--- config.mk ---
export PLATFORM = sky130hd
export DESIGN_NAME = sem_back
export DESIGN_NICKNAME = d
export VERILOG_FILES = /design/src/hw/rtl/sem_pkg.sv /design/src/hw/rtl/sem_back.sv
export SDC_FILE = /design/constraint.sdc
export NUM_CORES = 1
export LEC_CHECK = 0
export BUFFER_PORTS_ARGS = -buffer_cell sky130_fd_sc_hd__clkbuf_2
export CAP_MARGIN = 20
export CORE_ASPECT_RATIO = 0.75
export CORE_MARGIN = 2
export CORE_UTILIZATION = 39
export CTS_BUF_LIST = sky130_fd_sc_hd__clkbuf_4
export DETAILED_ROUTE_END_ITERATION = 10
export PLACE_DENSITY = 0.54
export SLEW_MARGIN = 20
export SYNTH_ARGS = -nofsm -noshare
export SYNTH_HDL_FRONTEND = slang
export SYNTH_SLANG_ARGS = --single-unit
export TNS_END_PERCENT = 20
--- constraint.sdc ---
create_clock -name clk -period 17.65 [get_ports clk]
set_input_delay 2.6475 -clock clk [delete_from_list [all_inputs] [get_ports clk]]
set_output_delay 2.6475 -clock clk [all_outputs]
set_load 0.005 [all_outputs]
--- src/hw/rtl/sem_pkg.sv ---
// Shared types and constants for the Sobel edge magnitude block.
// No dependencies; all other files but sem_ram refer to it by scoped names.

package sem_pkg;

  localparam int PIX_W        = 8;
  localparam int CFG_W        = 14;
  localparam int ROW_W        = 13;
  localparam int MAX_HEIGHT   = 8192;
  localparam int MAX_WIDTH_DEF = 8192;
  localparam int MIN_DIM      = 3;
  localparam int WIDTH_RESET  = 1024;
  localparam int HEIGHT_RESET = 768;
  localparam int QUEUE_DEPTH  = 4;
  localparam int LVL_W        = $clog2(QUEUE_DEPTH + 1);
  localparam int APB_AW       = 3;
  localparam int APB_DW       = 32;

  // Register index codes, decoded from paddr[2].
  localparam logic REG_WIDTH  = 1'b0;
  localparam logic REG_HEIGHT = 1'b1;

  typedef struct packed {
    logic [CFG_W-1:0] width;
    logic [CFG_W-1:0] height;
    logic             restart;
  } frame_cfg_t;

  // One new window column plus the output classification of its pixel.
  typedef struct packed {
    logic [PIX_W-1:0] top;
    logic [PIX_W-1:0] mid;
    logic [PIX_W-1:0] bot;
    logic             produce;
    logic             row_end;
    logic             frame_end;
  } col_entry_t;

  localparam int ENTRY_W = $bits(col_entry_t);

endpackage

--- src/hw/rtl/sem_back.sv ---
// Back end: 3x3 window, Sobel sums, squares, two-stage integer square root.
// Depends on sem_pkg; drains the column queue and drives the result channel.

module sem_back (
  input  logic                      clk,
  input  logic                      rst_n,
  input  sem_pkg::col_entry_t       q_data,
  input  logic                      q_empty,
  output logic                      q_pop,
  output logic                      out_valid,
  input  logic                      out_stall,
  output logic [sem_pkg::PIX_W-1:0] out_magnitude,
  output logic                      out_row_end,
  output logic                      out_frame_end
);

  localparam int PW = sem_pkg::PIX_W;
  localparam int GW = PW + 3;
  localparam int SW = 2 * PW;

  typedef struct packed {
    logic [SW-1:0]  val;
    logic [GW-1:0]  rem;
    logic [PW-1:0]  root;
  } isqrt_t;

  // One digit of the restoring square root: two radicand bits in, one root bit out.
  function automatic isqrt_t isqrt_step(isqrt_t s);
    isqrt_t        n;
    logic [GW-1:0] rem_sh;
    logic [GW-1:0] trial;
    rem_sh = {s.rem[PW:0], s.val[SW-1:SW-2]};
    trial  = {1'b0, s.root, 2'b01};
    n.val  = {s.val[SW-3:0], 2'b00};
    if (rem_sh >= trial) begin
      n.rem  = rem_sh - trial;
      n.root = {s.root[PW-2:0], 1'b1};
    end else begin
      n.rem  = rem_sh;
      n.root = {s.root[PW-2:0], 1'b0};
    end
    return n;
  endfunction

  function automatic logic [PW-1:0] abs_clamp(logic signed [GW-1:0] v);
    logic [GW-1:0] a;
    a = v[GW-1] ? GW'(-v) : GW'(v);
    return (a > GW'(8'hFF)) ? 8'hFF : a[PW-1:0];
  endfunction

  logic                    adv;
  logic [PW-1:0]           col0_r [3];
  logic [PW-1:0]           col1_r [3];
  logic [PW-1:0]           col2   [3];

  logic                    b1_valid_r;
  logic signed [GW-1:0]    gx_r;
  logic signed [GW-1:0]    gy_r;
  logic                    b1_row_end_r;
  logic                    b1_frame_end_r;

  logic                    b2_valid_r;
  logic [SW-1:0]           sqx_r;
  logic [SW-1:0]           sqy_r;
  logic                    b2_row_end_r;
  logic                    b2_frame_end_r;

  logic                    b3_valid_r;
  isqrt_t                  b3_sq_r;
  logic                    b3_sat_r;
  logic                    b3_row_end_r;
  logic                    b3_frame_end_r;

  logic                    out_valid_r;
  logic [PW-1:0]           out_mag_r;
  logic                    out_row_end_r;
  logic                    out_frame_end_r;

  logic [GW-1:0]           sum_right;
  logic [GW-1:0]           sum_left;
  logic [GW-1:0]           sum_bottom;
  logic [GW-1:0]           sum_top;
  logic [PW-1:0]           ax;
  logic [PW-1:0]           ay;
  logic [SW:0]             sq_sum;
  isqrt_t                  s3_chain [5];
  isqrt_t                  s4_chain [5];

  // The whole back pipeline moves together whenever the result register can move.
  assign adv   = !out_valid_r || !out_stall;
  assign q_pop = adv && !q_empty;

  assign col2[0] = q_data.top;
  assign col2[1] = q_data.mid;
  assign col2[2] = q_data.bot;

  always_comb begin
    sum_right  = GW'(col2[0]) + {2'b00, col2[1], 1'b0} + GW'(col2[2]);
    sum_left   = GW'(col0_r[0]) + {2'b00, col0_r[1], 1'b0} + GW'(col0_r[2]);
    sum_bottom = GW'(col0_r[2]) + {2'b00, col1_r[2], 1'b0} + GW'(col2[2]);
    sum_top    = GW'(col0_r[0]) + {2'b00, col1_r[0], 1'b0} + GW'(col2[0]);
  end

  assign ax     = abs_clamp(gx_r);
  assign ay     = abs_clamp(gy_r);
  assign sq_sum = {1'b0, sqx_r} + {1'b0, sqy_r};

  always_comb begin
    s3_chain[0].val  = sq_sum[SW-1:0];
    s3_chain[0].rem  = '0;
    s3_chain[0].root = '0;
    for (int i = 0; i < 4; i++) begin
      s3_chain[i+1] = isqrt_step(s3_chain[i]);
    end
    s4_chain[0] = b3_sq_r;
    for (int i = 0; i < 4; i++) begin
      s4_chain[i+1] = isqrt_step(s4_chain[i]);
    end
  end

  always_ff @(posedge clk) begin
    if (!rst_n) begin
      b1_valid_r  <= 1'b0;
      b2_valid_r  <= 1'b0;
      b3_valid_r  <= 1'b0;
      out_valid_r <= 1'b0;
    end else if (adv) begin
      b1_valid_r  <= q_pop && q_data.produce;
      b2_valid_r  <= b1_valid_r;
      b3_valid_r  <= b2_valid_r;
      out_valid_r <= b3_valid_r;
    end
  end

  always_ff @(posedge clk) begin
    if (q_pop) begin
      for (int i = 0; i < 3; i++) begin
        col0_r[i] <= col1_r[i];
        col1_r[i] <= col2[i];
      end
    end
    if (adv) begin
      gx_r            <= $signed(sum_right) - $signed(sum_left);
      gy_r            <= $signed(sum_bottom) - $signed(sum_top);
      b1_row_end_r    <= q_data.row_end;
      b1_frame_end_r  <= q_data.frame_end;

      sqx_r           <= SW'(ax) * SW'(ax);
      sqy_r           <= SW'(ay) * SW'(ay);
      b2_row_end_r    <= b1_row_end_r;
      b2_frame_end_r  <= b1_frame_end_r;

      // A sum of 65536 or more has a root above 255 and saturates.
      b3_sq_r         <= s3_chain[4];
      b3_sat_r        <= sq_sum[SW];
      b3_row_end_r    <= b2_row_end_r;
      b3_frame_end_r  <= b2_frame_end_r;

      out_mag_r       <= b3_sat_r ? {PW{1'b1}} : s4_chain[4].root;
      out_row_end_r   <= b3_row_end_r;
      out_frame_end_r <= b3_frame_end_r;
    end
  end

  assign out_valid     = out_valid_r;
  assign out_magnitude = out_mag_r;
  assign out_row_end   = out_row_end_r;
  assign out_frame_end = out_frame_end_r;

endmodule

==> results.ini <==
[sta]
rsz0062_at_grt = false
fin_setup_tns_ps = 0
slew_viol_final = 0
max_freq_ghz = 0.120
finalHoldViolCount = 0
finalCriticalPeriod_ps = 8330
fin_skew_ps = 31.4
finalSetupViolCount = 0
relSlewSlack_pct = 31.8
finalCritPeriodShare_pct = 47.2
tightest_slew_ps = 1020

[setup_path]
cpPeakStageDelay_ps = 750
critPathCaptureType = register
arrival_ps = 8710
crit_type = register to register
r2r_end = out_magnitude[0]
worstReg2RegStart = b3_sq_r[1]
required_ps = 18030
cp-start-kind = register
slowest_stage = a21oi_1
r2r.worst_path.cells = 31
crit_fanout = 12
r2r_slack_ps = 9320

[global_routing]
grt_pass1_wl_mm = 46.4
grt_start_max_net_pins = 78
overflow = 0
grt_pass1_vias = 8919
antenna_found_initial = 3
grtUsageTotal_pct = 16.9

[synth]
synthCells = 1212
yosys.area_share.simple_pct = 10.4
yosysSeqAreaShare_pct = 32.7
synth_most_common_cell = inv_1
ys_async_sr_fraction_pct = 0
synth_fa_ha_area_share_pct = 30.6
synth_top_area_cell = edfxtp_1
yosys_warnings = 0
synth_area_um2 = 12900
synthMuxAreaShare_pct = 0.863
synth_top_family_by_area = adder cells
synth_top_area_share_pct = 32.1
ys_top_cells_by_area = edfxtp_1 (32%), fa_1 (17%), ha_1 (13%), inv_1 (5.1%), xnor2_1 (3.9%)
synth_compound_area_share_pct = 13.4
avgSynthCellArea_um2 = 10.7
ys_types = 86
synth_seq_cells = 142
synth_edf_count = 138
synth_xor_area_share_pct = 6.10
synth_common_cells = inv_1 (174), edfxtp_1 (138), ha_1 (137), fa_1 (112), nor2_1 (85)
synth_flop_cell = edfxtp_1

[floorplan]
rows = 57
ios = 43
core_um2 = 32500
dieArea_um2 = 34600
initial_core_util_pct = 39.7
die_h_um = 162
dieWidth_um = 214

[clock_tree]
cts.sinks = 142
postCtsHoldBufs = 0
cts-resized-gates = 0
numCtsBuffers = 17
clock_latency_ps = 610
clk_pin_slew_ps = 160
cts_tree = built
htreeDepth = 4
cts_buffer_depth = 2
ctsRootBufferMaster = clkbuf_4
cts_setup_buffers = 0

[route]
drt_iter0_markers = 572
route.detailed.wl_per_inst_um = 15.6
wirelength_mm = 26.8
drt-pass1-iter-count = 5
drcViolationCount = 0
num_vias = 8646
drtAntennaViolNets = 0
via_per_inst = 5.05

[layout]
syn2layout_area_growth_pct = 7.87
fillers = 3162
drive_gt1_share_pct = 9.30
instances_no_fill = 1713
design_area_um2 = 13900
fin_nets = 1536

[run_status]
outcome = completed

[placement]
dp.cells = 1679
place_congestion = 0.834
hpwl_mm = 21.5
placedInstanceArea_um2 = 13600
portBuffers = 42

[hold_path]
hp-class = register to register
min_to = b3_row_end_r
min_from = b2_row_end_r
hold_depth = 0

[job]
cap_violations = 0

## flip-flops by register name, indices dropped and copies added, names as in the netlist
register        flops
gy_r               11
b1_valid_r          1
b1_row_end_r        1
out_frame_end       1
b3_row_end_r        1
b3_frame_end_r      1
b1_frame_end_r      1
col1_r             24
b2_row_end_r        1
gx_r               11
out_magnitude       8
b2_valid_r          1
b3_sat_r            1
sqx_r              15
b2_frame_end_r      1
col0_r             24
b3_valid_r          1
out_valid           1
out_row_end         1
sqy_r              15
b3_sq_r            21
## critical path, delay by kind of cell, from the launching register on
| family | cells | cell delay, ps |
|---|---|---|
| fa+ha+maj | 4 | 1260 |
| simple gates | 11 | 2100 |
| compound gates | 10 | 2950 |
| xor+xnor | 2 | 370 |
| flops | 1 | 420 |
| buf+inv | 4 | 990 |
## how the worst max path moves through the flow
stage / from / end / slack [ps] / cells after the start
6_report: b3_sq_r[1] / out_magnitude[0] / 9320 / 31
5_1_grt: b3_sq_r[1] / out_magnitude[0] / 8670 / 30
4_1_cts: b3_sq_r[1] / out_magnitude[0] / 9310 / 31
3_5_place_dp: b3_sq_r[1] / out_magnitude[0] / 9360 / 31
3_3_place_gp: b3_sq_r[3] / out_magnitude[0] / 9550 / 30
2_1_floorplan: out_stall / q_pop / 9920 / 1
## cells by family after synthesis
kind of cell,Yosys count
xor+xnor,89
simple gates,269
buf+inv,198
flops,142
mux,10
compound gates,254
other cells,1
fa+ha+maj,249
## stage by stage
step | setup WS [ps] | utilization [%] | hold WS, ps
2_1_floorplan | 9920 | - | 400
3_3_place_gp | 9550 | 41.9 | 400
3_5_place_dp | 9360 | 41.9 | 405
4_1_cts | 9310 | 42.8 | 437
5_1_grt | 8670 | 42.8 | 444
6_report | 9320 | 42.8 | 436
## per-layer routing
metal,track usage [%],part of all wire (%),vias up
met5,0,0,-
met4,2.81,0.56,0
met3,3.54,3.6,9
met2,23.9,39,123
met1,26.5,56,4224
li1,-,-,4290
## layout make-up
type                            count  area (µm²)  share of cell area [%]
Multi-Input combinational cell    873        7950                    57.1
Sequential cell                   142        4220                    30.3
Inverter                          178         673                    4.83
Tap cell                          442         553                    3.97
Timing Repair Buffer               44         225                    1.62
Clock inverter                     15         170                    1.22
Clock buffer                       17         128                   0.916
Antenna cell                        2        5.00                  0.0359
## layout by cell type, fill, tap and decap left out, types with 6 or more instances in the layout
master	synthesis	routed
a21o_1	19	19
a21oi_1	71	70
and2_0	7	7
and2_1	9	9
and3_1	7	7
clkbuf_2	0	42
clkbuf_4	0	17
edfxtp_1	138	138
fa_1	112	112
ha_1	137	137
inv_1	174	174
mux2i_1	7	7
nand2_1	53	52
nand2b_1	14	14
nand3_1	17	17
nor2_1	85	85
nor2b_1	12	12
nor3_1	17	17
o211ai_1	9	9
o21a_1	16	16
o21ai_0	44	44
o21ai_1	6	6
o21bai_1	20	20
o31ai_1	9	9
or2_2	13	13
or3_1	9	9
xnor2_1	58	58
xor2_1	30	30
Power is left out: the tool's default activity adds up to more than one toggle a clock period on the data nets, which glitch-free logic cannot reach.
