===== config.mk =====
export PLATFORM = sky130hd
export DESIGN_NAME = sem_queue
export DESIGN_NICKNAME = d
export VERILOG_FILES = /design/src/hw/rtl/sem_pkg.sv /design/src/hw/rtl/sem_queue.sv
export SDC_FILE = /design/constraint.sdc
export NUM_CORES = 1
export LEC_CHECK = 0
export BUFFER_PORTS_ARGS = -buffer_cell sky130_fd_sc_hd__clkbuf_2
export CORE_MARGIN = 2
export CORE_UTILIZATION = 60
export CTS_CLUSTER_SIZE = 30
export DETAILED_ROUTE_END_ITERATION = 16
export PLACE_DENSITY = 0.85
export SETUP_SLACK_MARGIN = 0.2
export SLEW_MARGIN = 40
export SYNTH_ARGS = -nofsm -noshare
export SYNTH_HDL_FRONTEND = slang
export SYNTH_SLANG_ARGS = --single-unit
export TNS_END_PERCENT = 50

===== constraint.sdc =====
create_clock -name clk -period 3.47 [get_ports clk]
set_input_delay 0.1735 -clock clk [delete_from_list [all_inputs] [get_ports clk]]
set_output_delay 0.1735 -clock clk [all_outputs]
set_load 0.01 [all_outputs]

===== src/hw/rtl/sem_pkg.sv =====
// Shared types and constants for the Sobel edge magnitude block.
// No dependencies; all other files but sem_ram refer to it by scoped names.

package sem_pkg;

  localparam int PIX_W        = 8;
  localparam int CFG_W        = 14;
  localparam int ROW_W        = 13;
  localparam int MAX_HEIGHT   = 8192;
  localparam int MAX_WIDTH_DEF = 8192;
  localparam int MIN_DIM      = 3;
  localparam int WIDTH_RESET  = 1024;
  localparam int HEIGHT_RESET = 768;
  localparam int QUEUE_DEPTH  = 4;
  localparam int LVL_W        = $clog2(QUEUE_DEPTH + 1);
  localparam int APB_AW       = 3;
  localparam int APB_DW       = 32;

  // Register index codes, decoded from paddr[2].
  localparam logic REG_WIDTH  = 1'b0;
  localparam logic REG_HEIGHT = 1'b1;

  typedef struct packed {
    logic [CFG_W-1:0] width;
    logic [CFG_W-1:0] height;
    logic             restart;
  } frame_cfg_t;

  // One new window column plus the output classification of its pixel.
  typedef struct packed {
    logic [PIX_W-1:0] top;
    logic [PIX_W-1:0] mid;
    logic [PIX_W-1:0] bot;
    logic             produce;
    logic             row_end;
    logic             frame_end;
  } col_entry_t;

  localparam int ENTRY_W = $bits(col_entry_t);

endpackage


===== src/hw/rtl/sem_queue.sv =====
// Short register queue of window columns between the front and back ends.
// Depends on sem_pkg.

module sem_queue (
  input  logic                      clk,
  input  logic                      rst_n,
  input  logic                      push,
  input  sem_pkg::col_entry_t       push_data,
  input  logic                      pop,
  output sem_pkg::col_entry_t       pop_data,
  output logic                      empty,
  output logic [sem_pkg::LVL_W-1:0] level
);

  localparam int PW = $clog2(sem_pkg::QUEUE_DEPTH);

  sem_pkg::col_entry_t        slot_r [sem_pkg::QUEUE_DEPTH];
  logic [PW-1:0]              wr_ptr_r;
  logic [PW-1:0]              rd_ptr_r;
  logic [sem_pkg::LVL_W-1:0]  level_r;

  assign empty    = (level_r == '0);
  assign level    = level_r;
  assign pop_data = slot_r[rd_ptr_r];

  always_ff @(posedge clk) begin
    if (!rst_n) begin
      wr_ptr_r <= '0;
      rd_ptr_r <= '0;
      level_r  <= '0;
    end else begin
      if (push) begin
        wr_ptr_r <= wr_ptr_r + 1'b1;
      end
      if (pop) begin
        rd_ptr_r <= rd_ptr_r + 1'b1;
      end
      if (push && !pop) begin
        level_r <= level_r + 1'b1;
      end else if (pop && !push) begin
        level_r <= level_r - 1'b1;
      end
    end
  end

  always_ff @(posedge clk) begin
    if (push) begin
      slot_r[wr_ptr_r] <= push_data;
    end
  end

endmodule


==> flow_metrics.env, run 1 <==
export IMPL_pin_count=62
export IMPL_portBuffers=61
export IMPL_synth_edf_count=108
export IMPL_use_met1=0.266
export IMPL_grt_use_met2=0.345
export IMPL_critPathKind="flip-flop to output port"
export IMPL_final_util=0.788
export IMPL_start_kind="flip-flop"
export IMPL_fin_crit_sh=0.619
export IMPL_drc=0
export IMPL_grt_total_usage=0.217
export IMPL_grt_pass1_wl_mm=11.8
export IMPL_clk_path_buf_depth=2
export IMPL_die_w_um=89.5
export IMPL_relSlewSlack=0.504
export IMPL_status="finished, final reports clean"
export IMPL_dr_pass1_iters=5
export IMPL_dp_hpwl_mm=4.11
export IMPL_place_congestion=0.697
export IMPL_syn_area_um2=4380
export IMPL_viasPerCell=5.52
export IMPL_cts_num_sinks=117
export IMPL_syn_avg_cell_area_um2=23.9
export IMPL_synth_ff_type="edfxtp_1"
export IMPL_dieArea_um2=8000
export IMPL_grt_pass1_vias=2329
export IMPL_fmax_mhz=466
export IMPL_synth_distinct_cells=20
export IMPL_num_vias=2226
export IMPL_max_cap_viol_count=0
export IMPL_hold_viol=0
export IMPL_regToRegStartpoint="wr_ptr_r[0]$_SDFFE_PN0P_"
export IMPL_fin_worst_skew_ps=4.56
export IMPL_required_ps=3300
export IMPL_ys_seq_elements=117
export IMPL_cts_buffers=17
export IMPL_clkTransAtPathRegs_ps=50
export IMPL_power_density_nw_per_um2=654
export IMPL_antenna_found_initial=0
export IMPL_rows=31
export IMPL_ir_drop_mv=0.524
export IMPL_hp_class="input pin to flip-flop"
export IMPL_postCtsSetupBuffers=0
export IMPL_top_usage_layer="met2"
export IMPL_setup_ws_ps=1320
export IMPL_clkLatencyLatePin_ps=510
export IMPL_post_cts_resized=0
export IMPL_final_nets=327
export IMPL_wl_per_cell_um=19.7
export IMPL_synth_cells=183
export IMPL_synthToLayoutAreaGrowth_pct=29.0
export IMPL_core_area_um2=7180
export IMPL_arrival_ps=1970
export IMPL_antenna_left=0
export IMPL_drive_gt1_frac=0.373
export IMPL_met3_usage=0.0785
export IMPL_setup_tns_ps=0
export IMPL_cts_tree="yes"
export IMPL_async_flop_share=0
export IMPL_syn_nets=220
export IMPL_wl_mm=7.94
export IMPL_drv_slew=0
export IMPL_cp_end_kind="output port"
export IMPL_yosysWarnings=0
export IMPL_whs_ps=37.7
export IMPL_cellLeakagePower_nw=2.05
export IMPL_grt_max_degree=28
export IMPL_rsz0062_at_grt="false"
export IMPL_preCtsSetupSlack_ps=1610
export IMPL_cts_max_level=4
export IMPL_fp_dieH_um=89.5
export IMPL_seq_area_frac_synth=0.781
export IMPL_fin_crit_ps=2150
export IMPL_hp_start="pop"
export IMPL_overflow=0
export IMPL_finalSetupViolations=0
export IMPL_drt_iter0_markers=177
export IMPL_worstMarginPinSlew_ps=743
export IMPL_worstPathMaxFanout=27
export IMPL_cts_root_buf="clkbuf_8"
export IMPL_initial_core_util=0.611
-- layer usage --
layer | routed length (um) | vias up
met5 | 0 | -
met4 | 255 | 0
met3 | 360 | 21
met2 | 4110 | 90
met1 | 3220 | 1137
li1 | - | 978
-- repair_timing --
action / in CTS / in global routing
hold buffers: 28 / 0
endpoints found under the setup margin: 0 / 0
endpoints found under the hold margin: 117 / 0
-- power breakdown --
part	internal [mW]	switching, mW	total (mW)
combinational	0.165	0.155	0.320
sequential	1.62	0.0423	1.66
clock	1.15	0.563	1.71
-- cell usage in the layout, fill, tap and decap left out, types with 2 or more instances in the layout --
cell type,n
and2_1,9
inv_1,4
clkbuf_1,3
mux2i_1,2
dfxtp_1,8
clkinv_1,3
xnor2_1,2
clkbuf_2,61
ha_1,5
mux4_2,20
clkbuf_16,16
dlygate4sd3_1,28
bufinv_16,4
xor2_1,3
nor2b_1,2
mux4_1,7
edfxtp_1,108
buf_4,5
clkinv_2,4
-- cells in the mapped netlist, types with 2 or more instances --
cell type,n,share of area
xnor2_1,2,0.0040
buf_2,3,0.0034
mux4_1,7,0.042
nor2b_1,2,0.0029
ha_1,5,0.014
and2_1,9,0.013
mux4_2,20,0.10
mux2i_1,2,0.0046
edfxtp_1,108,0.74
buf_12,2,0.0091
xor2_1,3,0.0060
dfxtp_1,9,0.041
inv_1,4,0.0034
-- worst max-delay path, stage by stage (launching register included) --
cell and delay (ps):
dfxtp_4 680, mux4_1 630, clkbuf_2 140
-- path summary, 6_finish.rpt --
path	endpoint	slack, ps	cells past startpoint
max	pop_data[18]	1320	2
min	flip-flop	40	3
max reg2reg	slot_r[0][17]$_DFFE_PP_	1610	4
min reg2reg	level[2]$_SDFFE_PN0P_	530	2
-- state kept, by name (all words and copies together) (netlist names), named ones only --
| name | count |
|---|---|
| slot_r | 108 |
| rd_ptr_r | 2 |
| level | 3 |
| wr_ptr_r | 2 |
-- cells by family (layout without fill, tap and decap cells) --
logic type,Yosys count,in the layout,share of synthesized area
AOI/OAI and AO/OA,2,2,0.00286
other,0,1,0
buffers and inverters,10,130,0.0186
muxes,29,29,0.149
DFF,117,117,0.781
and+or+nand+nor,14,14,0.0191
xor gates and xnor gates,5,5,0.0100
adders and majority gates,6,6,0.0188
-- per-stage QoR --
stage,power [mW],area (um2),cells
3_5_place_dp,1.98,4790,342
2_1_floorplan,1.87,4380,183
3_3_place_gp,1.97,4780,342
6_report,3.70,5650,403
5_1_grt,3.81,5650,402
4_1_cts,3.72,5650,402
-- layout make-up --
| cell class | count | area, um2 |
|---|---|---|
| Antenna cell | 1 | 2.50 |
| Fill cell | 364 | 1520 |
| Clock inverter | 12 | 160 |
| Tap cell | 99 | 124 |
| Multi-Input combinational cell | 56 | 877 |
| Inverter | 4 | 15.0 |
| Timing Repair Buffer | 94 | 623 |
| Clock buffer | 20 | 425 |
| Sequential cell | 117 | 3430 |
Note: power is estimated with default switching activity, not from simulation.
==> inputs of run 2 (changes only) <==
Settings changed: CORE_UTILIZATION 60 to 51, PLACE_DENSITY 0.85 to 0.77.
Clock period 3.47 ns to 1.9 ns, I/O delays scaled along.
==> run 2 against run 1 <==
Effect of this change:
- setup slack lost 1300 ps
- sequential share of layout area fell by 2.5 points
- sequential cell count did not move
- via count is 2.2% lower
- total power grew 93%
- first-iteration DRC count shrank 30%
- clock-buffer cell count fell by 3
- hold slack improved by 300 ps
- clock skew rose by 1.6 ps
- combinational power rose by 130%
- largest cell class unchanged
- wire length decreased by 1.1%
==> flow_metrics.env, run 2 (same netlist as run 1, synthesis figures left out) <==
export IMPL_status="finished, final reports clean"
export IMPL_grt_pass1_wl_mm=12.5
export IMPL_clkLatencyLatePin_ps=510
export IMPL_arrival_ps=1800
export IMPL_power_density_nw_per_um2=1210
export IMPL_fp_dieH_um=96.7
export IMPL_drive_gt1_frac=0.416
export IMPL_die_w_um=96.7
export IMPL_fillCellCount=508
export IMPL_dr_pass1_iters=4
export IMPL_cellLeakagePower_nw=2.11
export IMPL_overflow=0
export IMPL_clkTransAtPathRegs_ps=60
export IMPL_antennaDiodeCount=0
export IMPL_drc=0
export IMPL_required_ps=1800
export IMPL_r2r_cells=4
export IMPL_p_comb_frac=0.101
export IMPL_top_usage_layer="met2"
export IMPL_reg2reg_slack_ps=430
export IMPL_fmax_mhz=529
export IMPL_postCtsSetupBuffers=0
export IMPL_rsz0062_at_grt="true"
export IMPL_rows=33
export IMPL_hp_class="input pin to flip-flop"
export IMPL_max_cap_viol_count=0
export IMPL_dieArea_um2=9350
export IMPL_critPathMaxStageDelay_ps=550
export IMPL_internal_power_mw=5.62
export IMPL_met3_usage=0.0499
export IMPL_drv_slew=0
export IMPL_synthToLayoutAreaGrowth_pct=34.6
export IMPL_wl_per_cell_um=19.0
export IMPL_place_congestion=0.659
export IMPL_crit_chain="buf_12 -> mux4_2 -> clkbuf_2"
export IMPL_cts_num_sinks=117
export IMPL_largest_register_ffs=108
export IMPL_wl_mm=7.85
export IMPL_antenna_left=0
export IMPL_fin_crit_sh=0.995
export IMPL_viasPerCell=5.27
export IMPL_critPathKind="flip-flop to output port"
export IMPL_hold_depth=2
export IMPL_core_area_um2=8260
export IMPL_top_register="slot_r"
export IMPL_pin_count=62
export IMPL_cts_root_buf="clkbuf_8"
export IMPL_drt_iter0_markers=124
export IMPL_hold_end="slot_r[1][22]$_DFFE_PP_"
export IMPL_setup_ws_ps=8.99
export IMPL_relSlewSlack=0.724
export IMPL_seqPwrFrac=0.423
export IMPL_cts_max_level=4
export IMPL_grt_pass1_vias=2358
export IMPL_worstPathMaxFanout=9
export IMPL_grt_total_usage=0.184
export IMPL_start_kind="flip-flop"
export IMPL_hp_start="push_data[22]"
export IMPL_reg2reg_to="level[2]$_SDFFE_PN0P_"
export IMPL_finalSetupViolations=0
export IMPL_total_power_mw=7.12
export IMPL_fin_worst_skew_ps=6.17
export IMPL_cp_slowest_cell="mux4_2"
export IMPL_cts_buffers=17
export IMPL_clk_path_buf_depth=2
export IMPL_portBuffers=61
export IMPL_dp_hpwl_mm=4.09
export IMPL_use_met1=0.221
export IMPL_cp_end_kind="output port"
export IMPL_grt_use_met2=0.308
export IMPL_final_nets=332
export IMPL_final_common_cell="edfxtp_1"
export IMPL_ir_drop_mv=0.794
export IMPL_p_switching_mw=1.50
export IMPL_switching_share=0.211
export IMPL_worstMarginPinSlew_ps=414
export IMPL_grt_max_degree=28
export IMPL_regToRegStartpoint="level[0]$_SDFFE_PN0P_"
export IMPL_cts_tree="yes"
export IMPL_power_frac_clock=0.476
export IMPL_preCtsSetupSlack_ps=319
export IMPL_antenna_found_initial=0
export IMPL_fin_crit_ps=1890
export IMPL_hold_viol=0
export IMPL_initial_core_util=0.531
export IMPL_num_vias=2176
export IMPL_most_common_layout_cells="edfxtp_1 (108), clkbuf_2 (47), dlygate4sd3_1 (30)"
[run 2: area by class of cell]
cell class	instances	area [um2]	share of cell area
multi-input combinational	56	851	0.144
tap	105	131	0.0223
sequential	117	3430	0.581
clock inverter	15	229	0.0388
timing repair buffer	99	830	0.141
inverter	4	15.0	0.00255
clock buffer	17	414	0.0702
[run 2: stage by stage]
step | area, um2 | hold slack (ps) | TNS, ps | util | instances
global route | 5900 | 331 | -179 | 0.714 | 413
detailed placement | 4860 | 313 | 0 | 0.588 | 350
global placement | 4860 | 313 | 0 | 0.588 | 350
finish | 5900 | 340 | 0 | 0.714 | 413
floorplan | 4380 | 194 | 0 | - | 183
CTS | 5820 | 322 | -36.2 | 0.704 | 413
[run 2: how the worst max path moves through the flow]
stage                             start                      to  slack, ps
2_1_floorplan  wr_ptr_r[0]$_SDFFE_PN0P_  slot_r[2][0]$_DFFE_PP_        300
3_3_place_gp                       push   level[2]$_SDFFE_PN0P_        360
3_5_place_dp                       push   level[2]$_SDFFE_PN0P_        320
4_1_cts                       flip-flop             pop_data[5]        -20
5_1_grt                       flip-flop             pop_data[5]        -50
6_report                      flip-flop             pop_data[5]          9
[run 2: worst max-delay path, delay by kind of cell, from the launching register on]
| kind | cells | cell delay, ps |
|---|---|---|
| buf+inv | 2 | 310 |
| flops | 1 | 420 |
| mux | 1 | 550 |
[run 2: power groups by stage]
| stage | clock, mW | sequential (mW) | combinational, mW |
|---|---|---|---|
| 2_1_floorplan | 0 | 3.05 | 0.362 |
| 3_3_place_gp | 0 | 3.04 | 0.589 |
| 3_5_place_dp | 0 | 3.05 | 0.595 |
| 4_1_cts | 3.43 | 3.01 | 0.675 |
| 5_1_grt | 3.57 | 3.02 | 0.783 |
| 6_report | 3.39 | 3.01 | 0.722 |
[run 2: repair_timing]
| item | 4_1_cts | 5_1_grt |
|---|---|---|
| setup endpoints to repair | 27 | 27 |
| hold endpoints to repair | 117 | 0 |
| resized for setup | 12 | 27 |
| hold buffers | 30 | 0 |
| cloned | 1 | 0 |
[run 2: metal layers]
layer	vias to the layer above	routed length, um
li1	980	-
met1	1114	3190
met2	70	4230
met3	12	333
met4	0	99
met5	-	0
==> inputs of run 3 (changes only) <==
Settings changed: CORE_UTILIZATION 51 to 40, PLACE_DENSITY 0.77 to 0.63.
==> run 3 against run 2 <==
Effect of this change:
- via count decreased by 2.3%
- non-clock buffer count increased by 3
- highest routed layer unchanged
- final cell count increased by 8.7%
- total power decreased by 5.5%
- hold slack improved by 5.8 ps
- sequential cell count unchanged
- clock-buffer cell count increased by 1
- first-iteration DRC count decreased by 53%
- fmax increased by 0.92%
- largest power group is now registers
- setup slack improved by 17 ps
- critical endpoint is now pop_data[13]
==> flow_metrics.env, run 3 (same netlist as run 1, synthesis figures left out) <==
export IMPL_cts_buffers=17
export IMPL_finalSetupViolations=0
export IMPL_start_kind="flip-flop"
export IMPL_hold_viol=0
export IMPL_grt_pass1_wl_mm=11.3
export IMPL_cts_max_level=4
export IMPL_drive_gt1_frac=0.424
export IMPL_total_power_mw=6.73
export IMPL_clkTransAtPathRegs_ps=50
export IMPL_clk_path_buf_depth=2
export IMPL_cp_end_kind="output port"
export IMPL_status="finished, final reports clean"
export IMPL_grt_max_degree=28
export IMPL_fp_dieH_um=109
export IMPL_cts_root_buf="clkbuf_8"
export IMPL_relSlewSlack=0.509
export IMPL_antenna_left=0
export IMPL_drt_iter0_markers=58
export IMPL_antenna_found_initial=0
export IMPL_place_congestion=0.670
export IMPL_drv_slew=0
export IMPL_most_common_layout_cells="edfxtp_1 (108), clkbuf_2 (48), dlygate4sd3_1 (31)"
export IMPL_final_common_cell="edfxtp_1"
export IMPL_dp_cells=384
export IMPL_max_cap_viol_count=0
export IMPL_design_area_um2=5890
export IMPL_wl_per_cell_um=16.8
export IMPL_portBuffers=61
export IMPL_power_density_nw_per_um2=1140
export IMPL_hold_depth=2
export IMPL_fin_crit_sh=0.986
export IMPL_initial_core_util=0.408
export IMPL_cts_num_sinks=117
export IMPL_dr_pass1_iters=5
export IMPL_r2r_cells=2
export IMPL_fin_worst_skew_ps=11.4
export IMPL_dpl_cell_area_um2=4860
export IMPL_pin_count=62
export IMPL_critPathKind="flip-flop to output port"
export IMPL_rsz0062_at_grt="true"
export IMPL_worstPathMaxFanout=5
export IMPL_clkLatencyLatePin_ps=510
export IMPL_hp_class="input pin to flip-flop"
export IMPL_antennaDiodeCount=0
export IMPL_cellLeakagePower_nw=2.11
export IMPL_grt_pass1_vias=2147
export IMPL_largest_register_ffs=108
export IMPL_final_nets=335
export IMPL_overflow=0
export IMPL_die_w_um=109
export IMPL_fin_crit_ps=1870
export IMPL_rows=38
export IMPL_required_ps=1800
export IMPL_cts_tree="yes"
export IMPL_ir_drop_mv=0.632
export IMPL_grt_total_usage=0.138
export IMPL_num_vias=2125
export IMPL_synthToLayoutAreaGrowth_pct=34.5
export IMPL_dp_hpwl_mm=4.28
export IMPL_core_area_um2=10700
export IMPL_wl_mm=7.54
export IMPL_viasPerCell=4.73
export IMPL_dieArea_um2=11800
export IMPL_drc=0
export IMPL_top_register="slot_r"
export IMPL_arrival_ps=1780
export IMPL_fmax_mhz=534
export IMPL_worstMarginPinSlew_ps=737
export IMPL_final_cells=449
export IMPL_reg2reg_slack_ps=330
## run 3: cell count changes in the layout (fill, tap and decap cells not counted), moves of 3 or more
| cell | before | now |
|---|---|---|
| buf_8 | 0 | 3 |
| and2_1 | 9 | 5 |
| clkinv_4 | 4 | 0 |
| clkinv_2 | 0 | 6 |
## run 3: critical path: stages (launching register included)
cell and delay (ps):
dfxtp_4 380, buf_12 120, clkbuf_16 150, mux4_2 480
clkbuf_2 140
## run 3: stage by stage
| stage | setup WS, ps | setup TNS, ps | utilization | hold WS [ps] |
|---|---|---|---|---|
| after detailed placement | 268 | 0 | 0.452 | 320 |
| final | 26.2 | 0 | 0.549 | 345 |
| after global placement | 301 | 0 | 0.452 | 314 |
| after CTS | -6.22 | -11.7 | 0.539 | 335 |
| after global routing | -35.6 | -282 | 0.549 | 348 |
| after floorplan | 296 | 0 | - | 194 |
## run 3: area by class of cell
type                            count  area [um2]
Sequential cell                   117        3430
Tap cell                          140         175
Inverter                            4        15.0
Clock inverter                     12         139
Clock buffer                       18         418
Fill cell                         883        4850
Timing Repair Buffer              102         862
Multi-Input combinational cell     56         858
## run 3: path summary, 6_finish.rpt
kind,startpoint,endpoint
hold reg to reg,level[2]$_SDFFE_PN0P_,level[2]$_SDFFE_PN0P_
hold / removal,push_data[9],slot_r[1][9]$_DFFE_PP_
setup reg to reg,wr_ptr_r[0]$_SDFFE_PN0P_,slot_r[1][4]$_DFFE_PP_
setup / recovery,flip-flop,pop_data[13]
## run 3: layer usage
layer  GRT usage  up-vias  share of wire
met1       0.175     1073           0.44
met2       0.217       57           0.50
met5           0        -              0
met3      0.0490       10          0.042
li1            -      985              -
met4      0.0604        0          0.015
## run 3: what timing repair did
action	4_1_cts	5_1_grt
hold buffers	31	0
setup endpoints to repair	27	71
setup buffers	2	0
resized for setup	14	27
endpoints found under the hold margin	117	0
gates cloned	1	1
## run 3: power breakdown
group	total [mW]	internal (mW)	switching (mW)
clock network	2.98	1.96	1.02
registers	3.00	2.96	0.0454
logic	0.743	0.414	0.329
